### config.mk
export PLATFORM = sky130hd
export DESIGN_NAME = flv_tag_deframer_flat
export DESIGN_NICKNAME = d
export VERILOG_FILES = /design/src/rtl/flvd_pkg.sv /design/src/rtl/flvd_byte_if.sv /design/src/rtl/flvd_cfg_if.sv /design/src/rtl/flvd_res_if.sv /design/src/rtl/flv_tag_deframer.sv /design/src/rtl/flvd_parser.sv /design/src/rtl/flvd_skid.sv /design/src/flat_wrapper.sv
export VERILOG_INCLUDE_DIRS = /design/src /design/src/rtl
export SDC_FILE = /design/constraint.sdc
export NUM_CORES = 1
export LEC_CHECK = 0
export BUFFER_PORTS_ARGS = -buffer_cell sky130_fd_sc_hd__buf_4
export CORE_MARGIN = 2
export CORE_UTILIZATION = 55
export CTS_BUF_LIST = sky130_fd_sc_hd__clkbuf_8
export CTS_CLUSTER_SIZE = 25
export DETAILED_ROUTE_END_ITERATION = 10
export GPL_ROUTABILITY_DRIVEN = 0
export PLACE_DENSITY_LB_ADDON = 0.2
export SETUP_SLACK_MARGIN = 0.4
export SYNTH_ARGS = -nofsm -noshare
export SYNTH_HDL_FRONTEND = slang
export SYNTH_SLANG_ARGS = --single-unit
export TNS_END_PERCENT = 20
### constraint.sdc
create_clock -name clk -period 22.9 [get_ports clk]
set_input_delay 3.435 -clock clk [delete_from_list [all_inputs] [get_ports clk]]
set_output_delay 3.435 -clock clk [all_outputs]
set_load 0.02 [all_outputs]
### src/rtl/assert_macros.svh
// ----------------------------------------------------------------------------
// Assertion macros
// Shared concurrent assertion forms for the FLV tag deframer. All of them
// sample on clk and are disabled while rst_n is low.
// ----------------------------------------------------------------------------
`ifndef ASSERT_MACROS_SVH
`define ASSERT_MACROS_SVH

// A property that must hold at every clock edge out of reset.
`define FLVD_ASSERT(lbl, prop, msg) \
    lbl: assert property (@(posedge clk) disable iff (!rst_n) (prop)) else $error(msg);

// A condition that must be followed by another one on the next edge.
`define FLVD_ASSERT_NEXT(lbl, ante, cons, msg) \
    lbl: assert property (@(posedge clk) disable iff (!rst_n) (ante) |=> (cons)) \
        else $error(msg);

`endif

### src/rtl/flvd_pkg.sv
// ----------------------------------------------------------------------------
// FLV deframer package
// Widths, codes, parser phases and the result record shared by the block.
// ----------------------------------------------------------------------------
package flvd_pkg;

    // Field widths.
    localparam int BYTE_W    = 8;
    localparam int SIZE_W    = 24;
    localparam int PTS_W     = 25;
    localparam int CODEC_W   = 4;
    localparam int FMT_W     = 4;
    localparam int KIND_W    = 2;
    localparam int CFG_IDX_W = 1;
    // Signed header remainder: tag size minus up to five header bytes.
    localparam int HDR_W     = SIZE_W + 2;

    // Tag types.
    localparam logic [BYTE_W-1:0] AUDIO_TAG = 8'h08;
    localparam logic [BYTE_W-1:0] VIDEO_TAG = 8'h09;

    // Codec identifiers.
    localparam logic [CODEC_W-1:0] PCM_CODEC     = 4'd0;
    localparam logic [CODEC_W-1:0] PCM_LE_CODEC  = 4'd3;
    localparam logic [CODEC_W-1:0] VP6_CODEC     = 4'd4;
    localparam logic [CODEC_W-1:0] VP6A_CODEC    = 4'd5;
    localparam logic [CODEC_W-1:0] NELLY8K_CODEC = 4'd5;
    localparam logic [CODEC_W-1:0] H264_CODEC    = 4'd7;
    localparam logic [CODEC_W-1:0] AAC_CODEC     = 4'd10;

    // Samples in one AAC frame.
    localparam logic [SIZE_W-1:0] AAC_FRAME = 24'd1024;

    // Configuration register indexes.
    localparam logic [CFG_IDX_W-1:0] REG_AUDIO_EN = 1'b0;
    localparam logic [CFG_IDX_W-1:0] REG_VIDEO_EN = 1'b1;

    // Result kinds.
    typedef enum logic [KIND_W-1:0] {
        KIND_PAYLOAD = 2'd0,
        KIND_HEADER  = 2'd1,
        KIND_ERROR   = 2'd2
    } kind_t;

    // Parser phases.
    typedef enum logic [3:0] {
        PH_PREV  = 4'd0,
        PH_TYPE  = 4'd1,
        PH_SIZE  = 4'd2,
        PH_TIME  = 4'd3,
        PH_RSV   = 4'd4,
        PH_FLAGS = 4'd5,
        PH_VP6   = 4'd6,
        PH_PKT   = 4'd7,
        PH_CTS   = 4'd8,
        PH_EMIT  = 4'd9,
        PH_SKIP  = 4'd10
    } phase_t;

    // One result beat.
    typedef struct packed {
        kind_t               kind;
        logic                is_video;
        logic [BYTE_W-1:0]   data_byte;
        logic [CODEC_W-1:0]  codec_id;
        logic [SIZE_W-1:0]   dts;
        logic [PTS_W-1:0]    pts;
        logic                keyframe;
        logic [SIZE_W-1:0]   payload_length;
        logic [FMT_W-1:0]    audio_format;
        logic [SIZE_W-1:0]   duration;
        logic                last;
    } result_t;

endpackage

### src/rtl/flvd_byte_if.sv
// ----------------------------------------------------------------------------
// FLV byte stream channel
// Valid/ready channel carrying one byte of the FLV body per beat.
// ----------------------------------------------------------------------------
interface flvd_byte_if import flvd_pkg::*; ();

    logic              valid;
    logic              ready;
    logic [BYTE_W-1:0] stream_byte;

    modport source (output valid, output stream_byte, input ready);
    modport sink   (input valid, input stream_byte, output ready);

endinterface

### src/rtl/flvd_cfg_if.sv
// ----------------------------------------------------------------------------
// Configuration write channel
// Valid/ready channel carrying a register index and its write data.
// ----------------------------------------------------------------------------
interface flvd_cfg_if import flvd_pkg::*; ();

    logic                 valid;
    logic                 ready;
    logic [CFG_IDX_W-1:0] index;
    logic                 data;

    modport source (output valid, output index, output data, input ready);
    modport sink   (input valid, input index, input data, output ready);

endinterface

### src/rtl/flvd_res_if.sv
// ----------------------------------------------------------------------------
// Deframer result channel
// Valid/ready channel carrying one payload, codec header or error beat.
// ----------------------------------------------------------------------------
interface flvd_res_if import flvd_pkg::*; ();

    logic               valid;
    logic               ready;
    logic [KIND_W-1:0]  kind;
    logic               is_video;
    logic [BYTE_W-1:0]  data_byte;
    logic [CODEC_W-1:0] codec_id;
    logic [SIZE_W-1:0]  dts;
    logic [PTS_W-1:0]   pts;
    logic               keyframe;
    logic [SIZE_W-1:0]  payload_length;
    logic [FMT_W-1:0]   audio_format;
    logic [SIZE_W-1:0]  duration;
    logic               last;

    modport source (
        output valid, output kind, output is_video, output data_byte, output codec_id,
        output dts, output pts, output keyframe, output payload_length,
        output audio_format, output duration, output last,
        input  ready
    );
    modport sink (
        input  valid, input kind, input is_video, input data_byte, input codec_id,
        input  dts, input pts, input keyframe, input payload_length,
        input  audio_format, input duration, input last,
        output ready
    );

endinterface

### src/rtl/flv_tag_deframer.sv
// ----------------------------------------------------------------------------
// FLV tag deframer
// Splits an FLV tag stream into audio and video payload and codec header
// bytes with their timing and format fields, and flags bad payload sizes.
// ----------------------------------------------------------------------------
// Result path: a result beat is formed from the accepted byte that causes it
// and is registered in the output stage before it reaches the result channel.
// Throughput: one byte per cycle while the skid entry is free; the
// two-entry output stage keeps input ready registered.
// Reset: clears the parser to wait for a previous-tag-size field, forgets the
// latched codecs and headers, clears the halt, and sets both enables to 1.
module flv_tag_deframer import flvd_pkg::*; (
    input  logic        clk,
    input  logic        rst_n,
    flvd_byte_if.sink   stream,
    flvd_cfg_if.sink    cfg,
    flvd_res_if.source  result
);

    logic    res_valid;
    result_t res;
    logic    up_ready;

    // Tag parser.
    flvd_parser u_parser (
        .clk       (clk),
        .rst_n     (rst_n),
        .stream    (stream),
        .cfg       (cfg),
        .in_ready  (up_ready),
        .res_valid (res_valid),
        .res       (res)
    );

    // Output register stage.
    flvd_skid u_skid (
        .clk       (clk),
        .rst_n     (rst_n),
        .res_valid (res_valid),
        .res       (res),
        .up_ready  (up_ready),
        .result    (result)
    );

endmodule

### src/rtl/flvd_parser.sv
// ----------------------------------------------------------------------------
// FLV tag parser
// Walks the tag header fields byte by byte, latches codecs and formats, and
// forms one result beat per payload or codec header byte, or an error.
// ----------------------------------------------------------------------------
`include "assert_macros.svh"

module flvd_parser import flvd_pkg::*; (
    input  logic       clk,
    input  logic       rst_n,
    flvd_byte_if.sink  stream,
    flvd_cfg_if.sink   cfg,
    input  logic       in_ready,
    output logic       res_valid,
    output result_t    res
);

    phase_t                  phase_reg, phase_next;
    logic [1:0]              cnt_reg, cnt_next;
    logic [BYTE_W-1:0]       tag_kind_reg, tag_kind_next;
    logic [SIZE_W-1:0]       tag_size_reg, tag_size_next;
    logic [SIZE_W-1:0]       bytes_left_reg, bytes_left_next;
    logic [SIZE_W-1:0]       tag_time_reg, tag_time_next;
    logic [SIZE_W-1:0]       comp_reg, comp_next;
    logic [BYTE_W-1:0]       flags_reg, flags_next;
    logic [SIZE_W-1:0]       pay_len_reg, pay_len_next;
    kind_t                   emit_kind_reg, emit_kind_next;
    logic signed [HDR_W-1:0] hdr_rem_reg, hdr_rem_next;
    logic                    seq_hdr_reg, seq_hdr_next;
    logic [CODEC_W:0]        audio_codec_reg, audio_codec_next;
    logic [CODEC_W:0]        video_codec_reg, video_codec_next;
    logic [FMT_W-1:0]        audio_fmt_reg, audio_fmt_next;
    logic [1:0]              header_seen_reg, header_seen_next;
    logic                    halted_reg, halted_next;
    logic                    audio_en_reg, audio_en_next;
    logic                    video_en_reg, video_en_next;

    logic [BYTE_W-1:0]       b;
    logic                    accept;
    logic                    live;
    logic                    is_vid;
    logic [CODEC_W-1:0]      acodec_now;
    logic [CODEC_W-1:0]      vcodec_now;
    logic [CODEC_W-1:0]      codec_reg;
    logic [CODEC_W-1:0]      codec_now;
    logic                    vp6;
    logic                    pkt_codec;
    logic signed [HDR_W-1:0] hdr_base;
    logic signed [HDR_W-1:0] hdr_cand;
    logic                    nonpos;
    logic                    cts_done;
    logic                    err_check;
    logic                    err_hit;
    logic [SIZE_W-1:0]       bytes_dec;
    logic                    seq_now;
    logic [1:0]              hdr_bit;
    logic                    first_hdr;
    logic [1:0]              align_sh;

    // Handshakes: configuration is always taken, bytes follow the output stage.
    assign stream.ready = in_ready;
    assign cfg.ready    = 1'b1;
    assign b            = stream.stream_byte;
    assign accept       = stream.valid && in_ready;
    assign live         = accept && !halted_reg;

    // Shared decode of the current byte against the parser state.
    always_comb
    begin
        is_vid     = (tag_kind_reg == VIDEO_TAG);
        acodec_now = audio_codec_reg[CODEC_W] ? audio_codec_reg[CODEC_W-1:0]
                                              : b[BYTE_W-1:FMT_W];
        vcodec_now = video_codec_reg[CODEC_W] ? video_codec_reg[CODEC_W-1:0]
                                              : b[CODEC_W-1:0];
        codec_reg  = is_vid ? video_codec_reg[CODEC_W-1:0] : audio_codec_reg[CODEC_W-1:0];
        codec_now  = (phase_reg == PH_FLAGS) ? (is_vid ? vcodec_now : acodec_now) : codec_reg;
        vp6        = is_vid && ((codec_now == VP6_CODEC) || (codec_now == VP6A_CODEC));
        pkt_codec  = is_vid ? (codec_now == H264_CODEC) : (codec_now == AAC_CODEC);
        // One subtractor serves every header byte count update.
        hdr_base   = (phase_reg == PH_FLAGS) ? $signed({2'b00, tag_size_reg}) : hdr_rem_reg;
        hdr_cand   = hdr_base - ((phase_reg == PH_CTS) ? HDR_W'(3) : HDR_W'(1));
        nonpos     = hdr_cand[HDR_W-1] || (hdr_cand == '0);
        cts_done   = (phase_reg == PH_CTS) && (cnt_reg == 2'd2);
        err_check  = ((phase_reg == PH_FLAGS) && !vp6 && !pkt_codec) ||
                     (phase_reg == PH_VP6) || (phase_reg == PH_PKT) || cts_done;
        err_hit    = live && err_check && nonpos;
        bytes_dec  = (bytes_left_reg != '0) ? bytes_left_reg - SIZE_W'(1) : '0;
        seq_now    = (phase_reg == PH_PKT) ? (b == '0) : seq_hdr_reg;
        hdr_bit    = is_vid ? 2'b10 : 2'b01;
        first_hdr  = (header_seen_reg & hdr_bit) == 2'b00;
        align_sh   = {1'b0, audio_fmt_reg[0]} + {1'b0, audio_fmt_reg[1]};
    end

    // Next state of the parser.
    always_comb
    begin
        phase_next       = phase_reg;
        cnt_next         = cnt_reg;
        tag_kind_next    = tag_kind_reg;
        tag_size_next    = tag_size_reg;
        bytes_left_next  = bytes_left_reg;
        tag_time_next    = tag_time_reg;
        comp_next        = comp_reg;
        flags_next       = flags_reg;
        pay_len_next     = pay_len_reg;
        emit_kind_next   = emit_kind_reg;
        hdr_rem_next     = hdr_rem_reg;
        seq_hdr_next     = seq_hdr_reg;
        audio_codec_next = audio_codec_reg;
        video_codec_next = video_codec_reg;
        audio_fmt_next   = audio_fmt_reg;
        header_seen_next = header_seen_reg;
        halted_next      = halted_reg || err_hit;
        audio_en_next    = audio_en_reg;
        video_en_next    = video_en_reg;

        if (cfg.valid)
        begin
            case (cfg.index)
                REG_AUDIO_EN: audio_en_next = cfg.data;
                REG_VIDEO_EN: video_en_next = cfg.data;
                default:      ;
            endcase
        end

        if (live && !err_hit)
        begin
            case (phase_reg)
                PH_PREV:
                begin
                    if (cnt_reg == 2'd3)
                    begin
                        cnt_next   = '0;
                        phase_next = PH_TYPE;
                    end
                    else
                    begin
                        cnt_next = cnt_reg + 2'd1;
                    end
                end
                PH_TYPE:
                begin
                    tag_kind_next = b;
                    tag_size_next = '0;
                    cnt_next      = '0;
                    phase_next    = PH_SIZE;
                end
                PH_SIZE:
                begin
                    tag_size_next = {tag_size_reg[SIZE_W-BYTE_W-1:0], b};
                    if (cnt_reg == 2'd2)
                    begin
                        cnt_next      = '0;
                        tag_time_next = '0;
                        phase_next    = PH_TIME;
                    end
                    else
                    begin
                        cnt_next = cnt_reg + 2'd1;
                    end
                end
                PH_TIME:
                begin
                    tag_time_next = {tag_time_reg[SIZE_W-BYTE_W-1:0], b};
                    if (cnt_reg == 2'd2)
                    begin
                        cnt_next   = '0;
                        phase_next = PH_RSV;
                    end
                    else
                    begin
                        cnt_next = cnt_reg + 2'd1;
                    end
                end
                PH_RSV:
                begin
                    if (cnt_reg == 2'd3)
                    begin
                        cnt_next  = '0;
                        comp_next = '0;
                        if (((tag_kind_reg == AUDIO_TAG) && audio_en_reg) ||
                            ((tag_kind_reg == VIDEO_TAG) && video_en_reg))
                        begin
                            phase_next = PH_FLAGS;
                        end
                        else if (tag_size_reg == '0)
                        begin
                            phase_next = PH_PREV;
                        end
                        else
                        begin
                            bytes_left_next = tag_size_reg;
                            phase_next      = PH_SKIP;
                        end
                    end
                    else
                    begin
                        cnt_next = cnt_reg + 2'd1;
                    end
                end
                PH_FLAGS:
                begin
                    flags_next   = b;
                    hdr_rem_next = hdr_cand;
                    seq_hdr_next = 1'b0;
                    // The first tag of each stream fixes its codec.
                    if (is_vid)
                    begin
                        video_codec_next = {1'b1, vcodec_now};
                    end
                    else if (!audio_codec_reg[CODEC_W])
                    begin
                        audio_codec_next = {1'b1, acodec_now};
                        audio_fmt_next   = b[FMT_W-1:0];
                        if (b[BYTE_W-1:FMT_W] == NELLY8K_CODEC)
                        begin
                            audio_fmt_next[0] = 1'b0;
                        end
                    end
                    if (vp6)
                    begin
                        phase_next = PH_VP6;
                    end
                    else if (pkt_codec)
                    begin
                        phase_next = PH_PKT;
                    end
                    else
                    begin
                        pay_len_next    = hdr_cand[SIZE_W-1:0];
                        bytes_left_next = hdr_cand[SIZE_W-1:0];
                        emit_kind_next  = KIND_PAYLOAD;
                        phase_next      = PH_EMIT;
                    end
                end
                PH_VP6:
                begin
                    hdr_rem_next    = hdr_cand;
                    pay_len_next    = hdr_cand[SIZE_W-1:0];
                    bytes_left_next = hdr_cand[SIZE_W-1:0];
                    emit_kind_next  = KIND_PAYLOAD;
                    phase_next      = PH_EMIT;
                end
                PH_PKT, PH_CTS:
                begin
                    if (phase_reg == PH_PKT)
                    begin
                        seq_hdr_next = seq_now;
                    end
                    else
                    begin
                        comp_next = {comp_reg[SIZE_W-BYTE_W-1:0], b};
                        cnt_next  = cts_done ? 2'd0 : cnt_reg + 2'd1;
                    end
                    if ((phase_reg == PH_PKT) && is_vid)
                    begin
                        hdr_rem_next = hdr_cand;
                        cnt_next     = '0;
                        comp_next    = '0;
                        phase_next   = PH_CTS;
                    end
                    else if ((phase_reg == PH_PKT) || cts_done)
                    begin
                        // Packet header complete: sequence header or media data.
                        hdr_rem_next = hdr_cand;
                        if (seq_now && !first_hdr)
                        begin
                            bytes_left_next = hdr_cand[SIZE_W-1:0];
                            phase_next      = PH_SKIP;
                        end
                        else
                        begin
                            if (seq_now)
                            begin
                                header_seen_next = header_seen_reg | hdr_bit;
                            end
                            pay_len_next    = hdr_cand[SIZE_W-1:0];
                            bytes_left_next = hdr_cand[SIZE_W-1:0];
                            emit_kind_next  = seq_now ? KIND_HEADER : KIND_PAYLOAD;
                            phase_next      = PH_EMIT;
                        end
                    end
                end
                PH_EMIT, PH_SKIP:
                begin
                    bytes_left_next = bytes_dec;
                    if (bytes_dec == '0)
                    begin
                        phase_next = PH_PREV;
                    end
                end
                default:
                begin
                    phase_next = PH_PREV;
                    cnt_next   = '0;
                end
            endcase
        end
    end

    // Result beat for the current byte.
    always_comb
    begin
        res_valid = err_hit || (live && (phase_reg == PH_EMIT));
        res       = '0;
        if (err_hit)
        begin
            res.kind     = KIND_ERROR;
            res.is_video = is_vid;
            res.codec_id = codec_now;
        end
        else
        begin
            res.kind           = emit_kind_reg;
            res.is_video       = is_vid;
            res.data_byte      = b;
            res.codec_id       = codec_reg;
            res.dts            = tag_time_reg;
            res.pts            = (is_vid && (codec_reg == H264_CODEC))
                                 ? {1'b0, tag_time_reg} + {1'b0, comp_reg}
                                 : {1'b0, tag_time_reg};
            res.keyframe       = is_vid ? (flags_reg[BYTE_W-1:FMT_W] == 4'd1) : 1'b1;
            res.payload_length = pay_len_reg;
            res.last           = (bytes_dec == '0);
            if (!is_vid)
            begin
                res.audio_format = audio_fmt_reg;
                if (emit_kind_reg == KIND_PAYLOAD)
                begin
                    // PCM block align is 1, 2 or 4 bytes, so the divide is a shift.
                    if ((codec_reg == PCM_CODEC) || (codec_reg == PCM_LE_CODEC))
                    begin
                        res.duration = pay_len_reg >> align_sh;
                    end
                    else if (codec_reg == AAC_CODEC)
                    begin
                        res.duration = AAC_FRAME;
                    end
                end
            end
        end
    end

    // State registers.
    always_ff @(posedge clk or negedge rst_n)
    begin
        if (!rst_n)
        begin
            phase_reg       <= PH_PREV;
            cnt_reg         <= '0;
            tag_kind_reg    <= '0;
            tag_size_reg    <= '0;
            bytes_left_reg  <= '0;
            tag_time_reg    <= '0;
            comp_reg        <= '0;
            flags_reg       <= '0;
            pay_len_reg     <= '0;
            emit_kind_reg   <= KIND_PAYLOAD;
            hdr_rem_reg     <= '0;
            seq_hdr_reg     <= 1'b0;
            audio_codec_reg <= '0;
            video_codec_reg <= '0;
            audio_fmt_reg   <= '0;
            header_seen_reg <= '0;
            halted_reg      <= 1'b0;
            audio_en_reg    <= 1'b1;
            video_en_reg    <= 1'b1;
        end
        else
        begin
            phase_reg       <= phase_next;
            cnt_reg         <= cnt_next;
            tag_kind_reg    <= tag_kind_next;
            tag_size_reg    <= tag_size_next;
            bytes_left_reg  <= bytes_left_next;
            tag_time_reg    <= tag_time_next;
            comp_reg        <= comp_next;
            flags_reg       <= flags_next;
            pay_len_reg     <= pay_len_next;
            emit_kind_reg   <= emit_kind_next;
            hdr_rem_reg     <= hdr_rem_next;
            seq_hdr_reg     <= seq_hdr_next;
            audio_codec_reg <= audio_codec_next;
            video_codec_reg <= video_codec_next;
            audio_fmt_reg   <= audio_fmt_next;
            header_seen_reg <= header_seen_next;
            halted_reg      <= halted_next;
            audio_en_reg    <= audio_en_next;
            video_en_reg    <= video_en_next;
        end
    end

    // Once halted, no further beats come out, and an error always halts.
    `FLVD_ASSERT(a_halted_silent, !(halted_reg && res_valid), "beat produced while halted")
    `FLVD_ASSERT_NEXT(a_error_halts, res_valid && (res.kind == KIND_ERROR), halted_reg, "error did not halt the parser")
    `FLVD_ASSERT_NEXT(a_codec_sticky, video_codec_reg[CODEC_W], video_codec_reg == $past(video_codec_reg), "latched video codec changed")

endmodule

### src/rtl/flvd_skid.sv
// ----------------------------------------------------------------------------
// Result output stage
// Two-entry skid register between the parser and the result channel, so the
// byte input stays ready on a registered signal while results wait.
// ----------------------------------------------------------------------------
`include "assert_macros.svh"

module flvd_skid import flvd_pkg::*; (
    input  logic        clk,
    input  logic        rst_n,
    input  logic        res_valid,
    input  result_t     res,
    output logic        up_ready,
    flvd_res_if.source  result
);

    logic    main_valid_reg, main_valid_next;
    logic    skid_valid_reg, skid_valid_next;
    result_t main_reg, main_next;
    result_t skid_reg, skid_next;
    logic    out_fire;

    assign up_ready = !skid_valid_reg;
    assign out_fire = main_valid_reg && result.ready;

    // Fill the main register first; park in the skid entry when it is stalled.
    always_comb
    begin
        main_valid_next = main_valid_reg;
        skid_valid_next = skid_valid_reg;
        main_next       = main_reg;
        skid_next       = skid_reg;
        if (res_valid)
        begin
            if (!main_valid_reg || out_fire)
            begin
                main_next       = res;
                main_valid_next = 1'b1;
            end
            else
            begin
                skid_next       = res;
                skid_valid_next = 1'b1;
            end
        end
        else if (out_fire)
        begin
            main_next       = skid_reg;
            main_valid_next = skid_valid_reg;
            skid_valid_next = 1'b0;
        end
    end

    // Valid flags.
    always_ff @(posedge clk or negedge rst_n)
    begin
        if (!rst_n)
        begin
            main_valid_reg <= 1'b0;
            skid_valid_reg <= 1'b0;
        end
        else
        begin
            main_valid_reg <= main_valid_next;
            skid_valid_reg <= skid_valid_next;
        end
    end

    // Payload registers.
    always_ff @(posedge clk)
    begin
        main_reg <= main_next;
        skid_reg <= skid_next;
    end

    // Result channel outputs.
    assign result.valid          = main_valid_reg;
    assign result.kind           = main_reg.kind;
    assign result.is_video       = main_reg.is_video;
    assign result.data_byte      = main_reg.data_byte;
    assign result.codec_id       = main_reg.codec_id;
    assign result.dts            = main_reg.dts;
    assign result.pts            = main_reg.pts;
    assign result.keyframe       = main_reg.keyframe;
    assign result.payload_length = main_reg.payload_length;
    assign result.audio_format   = main_reg.audio_format;
    assign result.duration       = main_reg.duration;
    assign result.last           = main_reg.last;

    // The skid entry is only used behind a full main register, never overrun,
    // and drains into the main register on the next delivered beat.
    `FLVD_ASSERT(a_skid_behind_main, !skid_valid_reg || main_valid_reg, "skid entry valid with main empty")
    `FLVD_ASSERT(a_no_overrun, !(res_valid && skid_valid_reg), "result arrived with skid full")
    `FLVD_ASSERT_NEXT(a_skid_drains, out_fire && skid_valid_reg, main_valid_reg && !skid_valid_reg, "skid entry did not drain")

endmodule
### src/flat_wrapper.sv
// flat-port wrapper written by rule: the top's interface ports become plain ports
module flv_tag_deframer_flat import flvd_pkg::*;
  (clk, rst_n, stream_valid, stream_stream_byte, stream_ready, cfg_valid, cfg_index, cfg_data, cfg_ready, result_valid, result_kind, result_is_video, result_data_byte, result_codec_id, result_dts, result_pts, result_keyframe, result_payload_length, result_audio_format, result_duration, result_last, result_ready);
  flvd_byte_if stream_i ();
  flvd_cfg_if cfg_i ();
  flvd_res_if result_i ();
  input  logic clk;
  input  logic rst_n;
  input wire logic [$bits(stream_i.valid)-1:0] stream_valid;
  input wire logic [$bits(stream_i.stream_byte)-1:0] stream_stream_byte;
  output wire logic [$bits(stream_i.ready)-1:0] stream_ready;
  input wire logic [$bits(cfg_i.valid)-1:0] cfg_valid;
  input wire logic [$bits(cfg_i.index)-1:0] cfg_index;
  input wire logic [$bits(cfg_i.data)-1:0] cfg_data;
  output wire logic [$bits(cfg_i.ready)-1:0] cfg_ready;
  output wire logic [$bits(result_i.valid)-1:0] result_valid;
  output wire logic [$bits(result_i.kind)-1:0] result_kind;
  output wire logic [$bits(result_i.is_video)-1:0] result_is_video;
  output wire logic [$bits(result_i.data_byte)-1:0] result_data_byte;
  output wire logic [$bits(result_i.codec_id)-1:0] result_codec_id;
  output wire logic [$bits(result_i.dts)-1:0] result_dts;
  output wire logic [$bits(result_i.pts)-1:0] result_pts;
  output wire logic [$bits(result_i.keyframe)-1:0] result_keyframe;
  output wire logic [$bits(result_i.payload_length)-1:0] result_payload_length;
  output wire logic [$bits(result_i.audio_format)-1:0] result_audio_format;
  output wire logic [$bits(result_i.duration)-1:0] result_duration;
  output wire logic [$bits(result_i.last)-1:0] result_last;
  input wire logic [$bits(result_i.ready)-1:0] result_ready;
  assign stream_i.valid = stream_valid;
  assign stream_i.stream_byte = stream_stream_byte;
  assign stream_ready = stream_i.ready;
  assign cfg_i.valid = cfg_valid;
  assign cfg_i.index = cfg_index;
  assign cfg_i.data = cfg_data;
  assign cfg_ready = cfg_i.ready;
  assign result_valid = result_i.valid;
  assign result_kind = result_i.kind;
  assign result_is_video = result_i.is_video;
  assign result_data_byte = result_i.data_byte;
  assign result_codec_id = result_i.codec_id;
  assign result_dts = result_i.dts;
  assign result_pts = result_i.pts;
  assign result_keyframe = result_i.keyframe;
  assign result_payload_length = result_i.payload_length;
  assign result_audio_format = result_i.audio_format;
  assign result_duration = result_i.duration;
  assign result_last = result_i.last;
  assign result_i.ready = result_ready;
  flv_tag_deframer u_core (.clk(clk), .rst_n(rst_n), .stream(stream_i), .cfg(cfg_i), .result(result_i));
endmodule
; ---- Word level (Yosys, flattened, before mapping)
; Cells that the tools add are included.
[word_totals]
register_bits = 428
out_inout_bits = 121
word_cells = 257
[classes]
add_sub_neg = 5
n_eq_ne = 40
n_shift = 1
muxes = 81
n_bitwise = 9
reduce_logical = 77
[ops]
columns = op, count
row1 = 24-bit two-way mux, 17
row2 = 118-bit two-way mux, 3
row3 = 24-bit case mux with 2 select lines, 3
row4 = 24-bit case mux with 5 select lines, 1
row5 = 103-bit two-way mux, 1
row6 = 26-bit two-way mux, 3
row7 = 24-bit case mux with 3 select lines, 1
row8 = 4-bit two-way mux, 17
row9 = 26-bit case mux with 2 select lines, 1
row10 = 24-bit zero test, 2
row11 = 4-bit by 3-bit equality test with 1-bit output (second input constant), 9
row12 = 4-bit case mux with 9 select lines, 1
row13 = 2-bit inequality test (second input constant), 15
row14 = 28-bit two-way mux, 1
row15 = 26-bit zero test, 1
row16 = 2-bit two-way mux, 13
row17 = 26-bit by 3-bit subtractor with 26-bit output, 1
row18 = 24-bit by 24-bit adder with 25-bit output, 1
row19 = 25-bit two-way mux, 1
row20 = 24-bit nonzero test, 1
row21 = 24-bit by 2-bit right shift with 24-bit output, 1
row22 = 24-bit by 1-bit subtractor with 24-bit output (second input constant), 1
row23 = 4-bit equality test (second input constant), 5
row24 = 3-bit AND reduction, 6
row25 = other kinds (33), 107

; ---- Depth between registers and ports, before layout
[logic_depth]
ltp_word = 17
mapped_depth = 26

; ---- Modules after synthesis
; A second synthesis with hierarchy kept.
[hier_totals]
hier_cells = 1786
area_unflattened_um2 = 21563.2
[modules_own_cells]
columns = mod, n_inst, cells_each, area_each_um2, seq_area_each_um2
row1 = flvd_parser, 1, 1406, 12924.9, 4631.9
row2 = flvd_skid, 1, 380, 8638.3, 7136.8

; ---- Least setup slack after synthesis
; OpenSTA, ideal clock, no wires.
[synth_timing]
path_type = register to register
from = reg u_core.u_parser.phase_reg[2]
to = reg u_core.u_skid.skid_reg[0] (netlist bit) (enable)
t_arrival_ps = 10554
path_slack_ps = 11750
path_stages_with_launch = 26
n_path_buf = 10
cell_sequence = dfrtp_1 clkbuf_1 nor4bb_1 buf_2 buf_2 buf_2 buf_1 buf_1 mux2i_1 inv_1 ha_1 a211oi_1 nand4_1 o21ai_0 nand3_1 a2111oi_0 nand4_1 or4_1 a21o_1 buf_6 inv_6 buf_8 nor2_2 buf_6 buf_6 nor2_1
[synth_via]
elab_chain_len = 15
[synth_rtl]
columns = element, line_no
row1 = start: declaration, flvd_parser.sv:18  ; phase_t phase_reg, phase_next;
row2 = start signal: assignment, flvd_parser.sv:371  ; phase_reg <= phase_next;
row3 = "parallel branches: the longest is 13 deep, another holds 26-bit by 3-bit subtractor with 26-bit output", --
row4 = 1-bit logical OR (*), flvd_parser.sv:304  ; res_valid = err_hit || (live && (phase_reg == PH_EMIT));
row5 = 2-bit AND reduction (no line) (*), --
row6 = end signal: assignment, flvd_skid.sv:73  ; skid_reg <= skid_next;
row7 = end: declaration, flvd_skid.sv:20  ; result_t skid_reg, skid_next;
; Every way passes the cells marked *.
; A chain may end at the register's enable or synchronous reset.

; ---- Worst setup path in the final report
[layout_timing]
from = reg u_core.u_parser.phase_reg[1]
to = reg u_core.u_skid.main_reg, in the netlist u_core.u_skid.result.data_byte[1] (enable)
[layout_via]
elab_chain_len = 16
[layout_rtl]
columns = element, line_no
row1 = "parallel branches: the longest is 13 deep, another holds 26-bit by 3-bit subtractor with 26-bit output", --
row2 = 1-bit logical OR (*), flvd_parser.sv:304
row3 = 2-bit inequality test (no line) or 2-bit nonzero test (tied branches), --
row4 = 2-bit AND reduction (no line) (*), --
row5 = end signal: assignment, flvd_skid.sv:72  ; main_reg <= main_next;
row6 = end: declaration, flvd_skid.sv:19  ; result_t main_reg, main_next;
; Marks and branches as above.

==> flow_summary.yaml <==
outcome:
  status: "completed"
setup_path:
  worstSetupPathType: "reg2reg"
  cp_slowest_cell: "buf_4"
  crit_top_cell: "buf_4"
  worstPathArrival_ns: 7.82
  path_cells: "nor4bb_4, buf_4, mux2i_1, inv_1, ha_1, a211oi_1, nand4_1, o21ai_0, nand3_1, a2111oi_0, nand4_1, or4_1, a21o_2, inv_6, o31a_2, buf_4, buf_4"
  cp-start-kind: "register"
  startpoint: "u_core.u_parser.phase_reg[1]$_DFFE_PN0P_"
  crit_path_end_kind: "register"
  cp_max_fo: 91
  worst-path-buf-inv: 5
  r2r_start: "u_core.u_parser.phase_reg[1]$_DFFE_PN0P_"
  path_delay_family: "buffers and inverters"
  worstPathRequired_ns: 23.15
  critPathMaxStageDelay_ns: 0.72
clock_network:
  clockBufferDepth: 3
  cts_setup_buffers: 0
  cts_tree: "yes"
  clkTransAtPathRegs_ns: 0.06
  cts.sinks: 423
  cts_root_buffer: "clkbuf_8"
  cts_made_buffers: 71
  ctsResizeCount: 0
  clk_latency_ns: 0.65
  holdBufCountCts: 0
  htreeDepth: 3
cells_and_area:
  layout_commonest_cell: "nand2_1"
  finish.utilization_pct: 62.5
  fill_cells: 3087
  diodes: 0
  drive_gt1_share_pct: 17.8
  largest_reg_flops: 118
  final_cell_mix: "nand2_1, edfxtp_1, dfrtp_1, buf_4, nor2_1"
  final_area_sq_mm: 0.0243
  fin_cells: 2665
  area_delta_synth_final_pct: 11.8
  nets: 2142
power_and_ir_drop:
  p_per_area_mw_per_mm2: 59.2
  ir_drop_uv: 40.1
  p_leak_nw: 9.92
  power.total_mw: 1.44
route:
  drc: 0
  vias_per_cell: 6.25
  ant_nets: 0
  routed_wl_mm: 57.8
  firstDrtPassIters: 6
  wire_per_inst_microns: 21.7
  via_count: 16700
  drtIter0Drc: 1784
sta:
  fin_crit_sh_pct: 33.1
  hold_slack_ns: 0.459
  fin_skew_ns: 0.0310
  period_needed_ns: 7.57
  setup_ws_ns: 15.33
  setup_viol: 0
  hold_viol: 0
  slew_headroom_pct: 17.0
  final-max-slew-violation-count: 0
  worst_slew_pin_slew_ns: 1.24
  rsz0062_at_grt: "false"
  fmax_mhz: 132
  setup_tns_ns: 0
synth:
  ys_ff_latch: 423
  ys_seq_area_share_pct: 54.3
  ys_types: 85
  synth_cells: 2000
  syn_area_sq_mm: 0.0217
  syn_nets: 2050
  yosysWarningCount: 0
  post_synth.cell_area_avg_sq_um: 10.8
  synth_edf_count: 236
  ys.flop_type: "edfxtp_1"
  async_reset_ff_share_pct: 44.2
die:
  start_util_pct: 55.9
  dieArea_sq_mm: 0.0410
  die_w_microns: 203
  num_rows: 72
  coreArea_sq_mm: 0.0388
  fp.dieH_microns: 203
  io_pins: 136
placed_design:
  dp_hpwl_mm: 39.1
  port_buffers: 134
  place_ws_ns: 15.31
  placedCellCount: 2537
  placed_cell_area_sq_mm: 0.0229
flow_run:
  cap_violations: 0
global_routing:
  antenna_found_initial: 2
  grt_pass1_vias: 15800
  grt_pass1_wl_mm: 90.2
  track_usage_pct: 28.2
  grt_remaining_overflow: 0
  grt_start_max_net_pins: 117
worst_hold_path:
  min_from: "u_core.u_parser.header_seen_reg[1]$_DFFE_PN0P_"
  worst_hold_path_type: "reg2reg"
==> power breakdown <==
part	switching, mW	internal [mW]	total [mW]
clock network	0.301	0.322	0.622
registers	0.000213	0.800	0.800
logic	0.0109	0.00351	0.0144
total	0.312	1.13	1.44
==> cells in the mapped netlist (17+ instances only) <==
| master | number | area share (%) |
|---|---|---|
| o2bb2ai_1 | 26 | 1.1 |
| nor2_1 | 151 | 2.6 |
| and3_1 | 20 | 0.58 |
| inv_1 | 34 | 0.59 |
| xor2_1 | 26 | 1.1 |
| a22o_1 | 58 | 2.3 |
| mux2_2 | 103 | 5.3 |
| o31ai_1 | 31 | 1.1 |
| nor4_1 | 24 | 0.69 |
| dfrtp_1 | 185 | 21 |
| and2_1 | 65 | 1.9 |
| nor3_1 | 46 | 1.1 |
| a21oi_1 | 137 | 3.2 |
| xnor2_1 | 29 | 1.2 |
| ha_1 | 33 | 1.9 |
| nand2_1 | 247 | 4.3 |
| nand3_1 | 30 | 0.69 |
| clkbuf_1 | 95 | 1.6 |
| edfxtp_1 | 236 | 33 |
| buf_2 | 17 | 0.39 |
| o21ai_0 | 92 | 2.1 |
| mux2i_1 | 56 | 2.6 |
==> layout make-up <==
cell class,instances,area [sq um],area share [%]
timing repair buffer,161,1210,5.01
clock inverter,51,253,1.04
tap,518,648,2.67
inverter,35,136,0.562
multi-input combinational,1400,9170,37.8
clock buffer,77,1060,4.37
sequential,423,11800,48.5
==> kinds of logic after synthesis <==
| kind of cell | Yosys count | synth area share (%) |
|---|---|---|
| other cells | 1 | 0.0173 |
| mux | 163 | 8.21 |
| flops | 423 | 54.3 |
| simple gates | 667 | 14.7 |
| fa+ha+maj | 35 | 2.09 |
| buf+inv | 177 | 3.69 |
| xor+xnor | 55 | 2.22 |
| compound gates | 479 | 14.8 |
==> final timing paths <==
path                                                                  end  slack, ns  cells past startpoint
setup / recovery              u_core.u_skid.result.data_byte[1]$_DFFE_PP_      15.33                     17
hold / removal             u_core.u_parser.header_seen_reg[1]$_DFFE_PN0P_       0.46                      1
setup reg to reg              u_core.u_skid.result.data_byte[1]$_DFFE_PP_      15.33                     17
hold reg to reg            u_core.u_parser.header_seen_reg[1]$_DFFE_PN0P_       0.46                      1
max in group asynchronous      u_core.u_parser.pay_len_reg[8]$_DFFE_PN0P_      18.43                      2
min in group asynchronous     u_core.u_parser.tag_kind_reg[0]$_DFFE_PN0P_       2.92                      1
==> routing by layer <==
layer / track usage (%) / wire length, microns / up-vias / part of all wire [%]
met1: 42.0 / 25500 / 8137 / 44
met5: 0 / 11 / - / 0.019
met4: 9.98 / 1530 / 2 / 2.6
met3: 5.67 / 5470 / 113 / 9.5
met2: 41.0 / 25300 / 840 / 44
li1: - / - / 7564 / -
No activity file was read; power rests on OpenSTA's default activity.
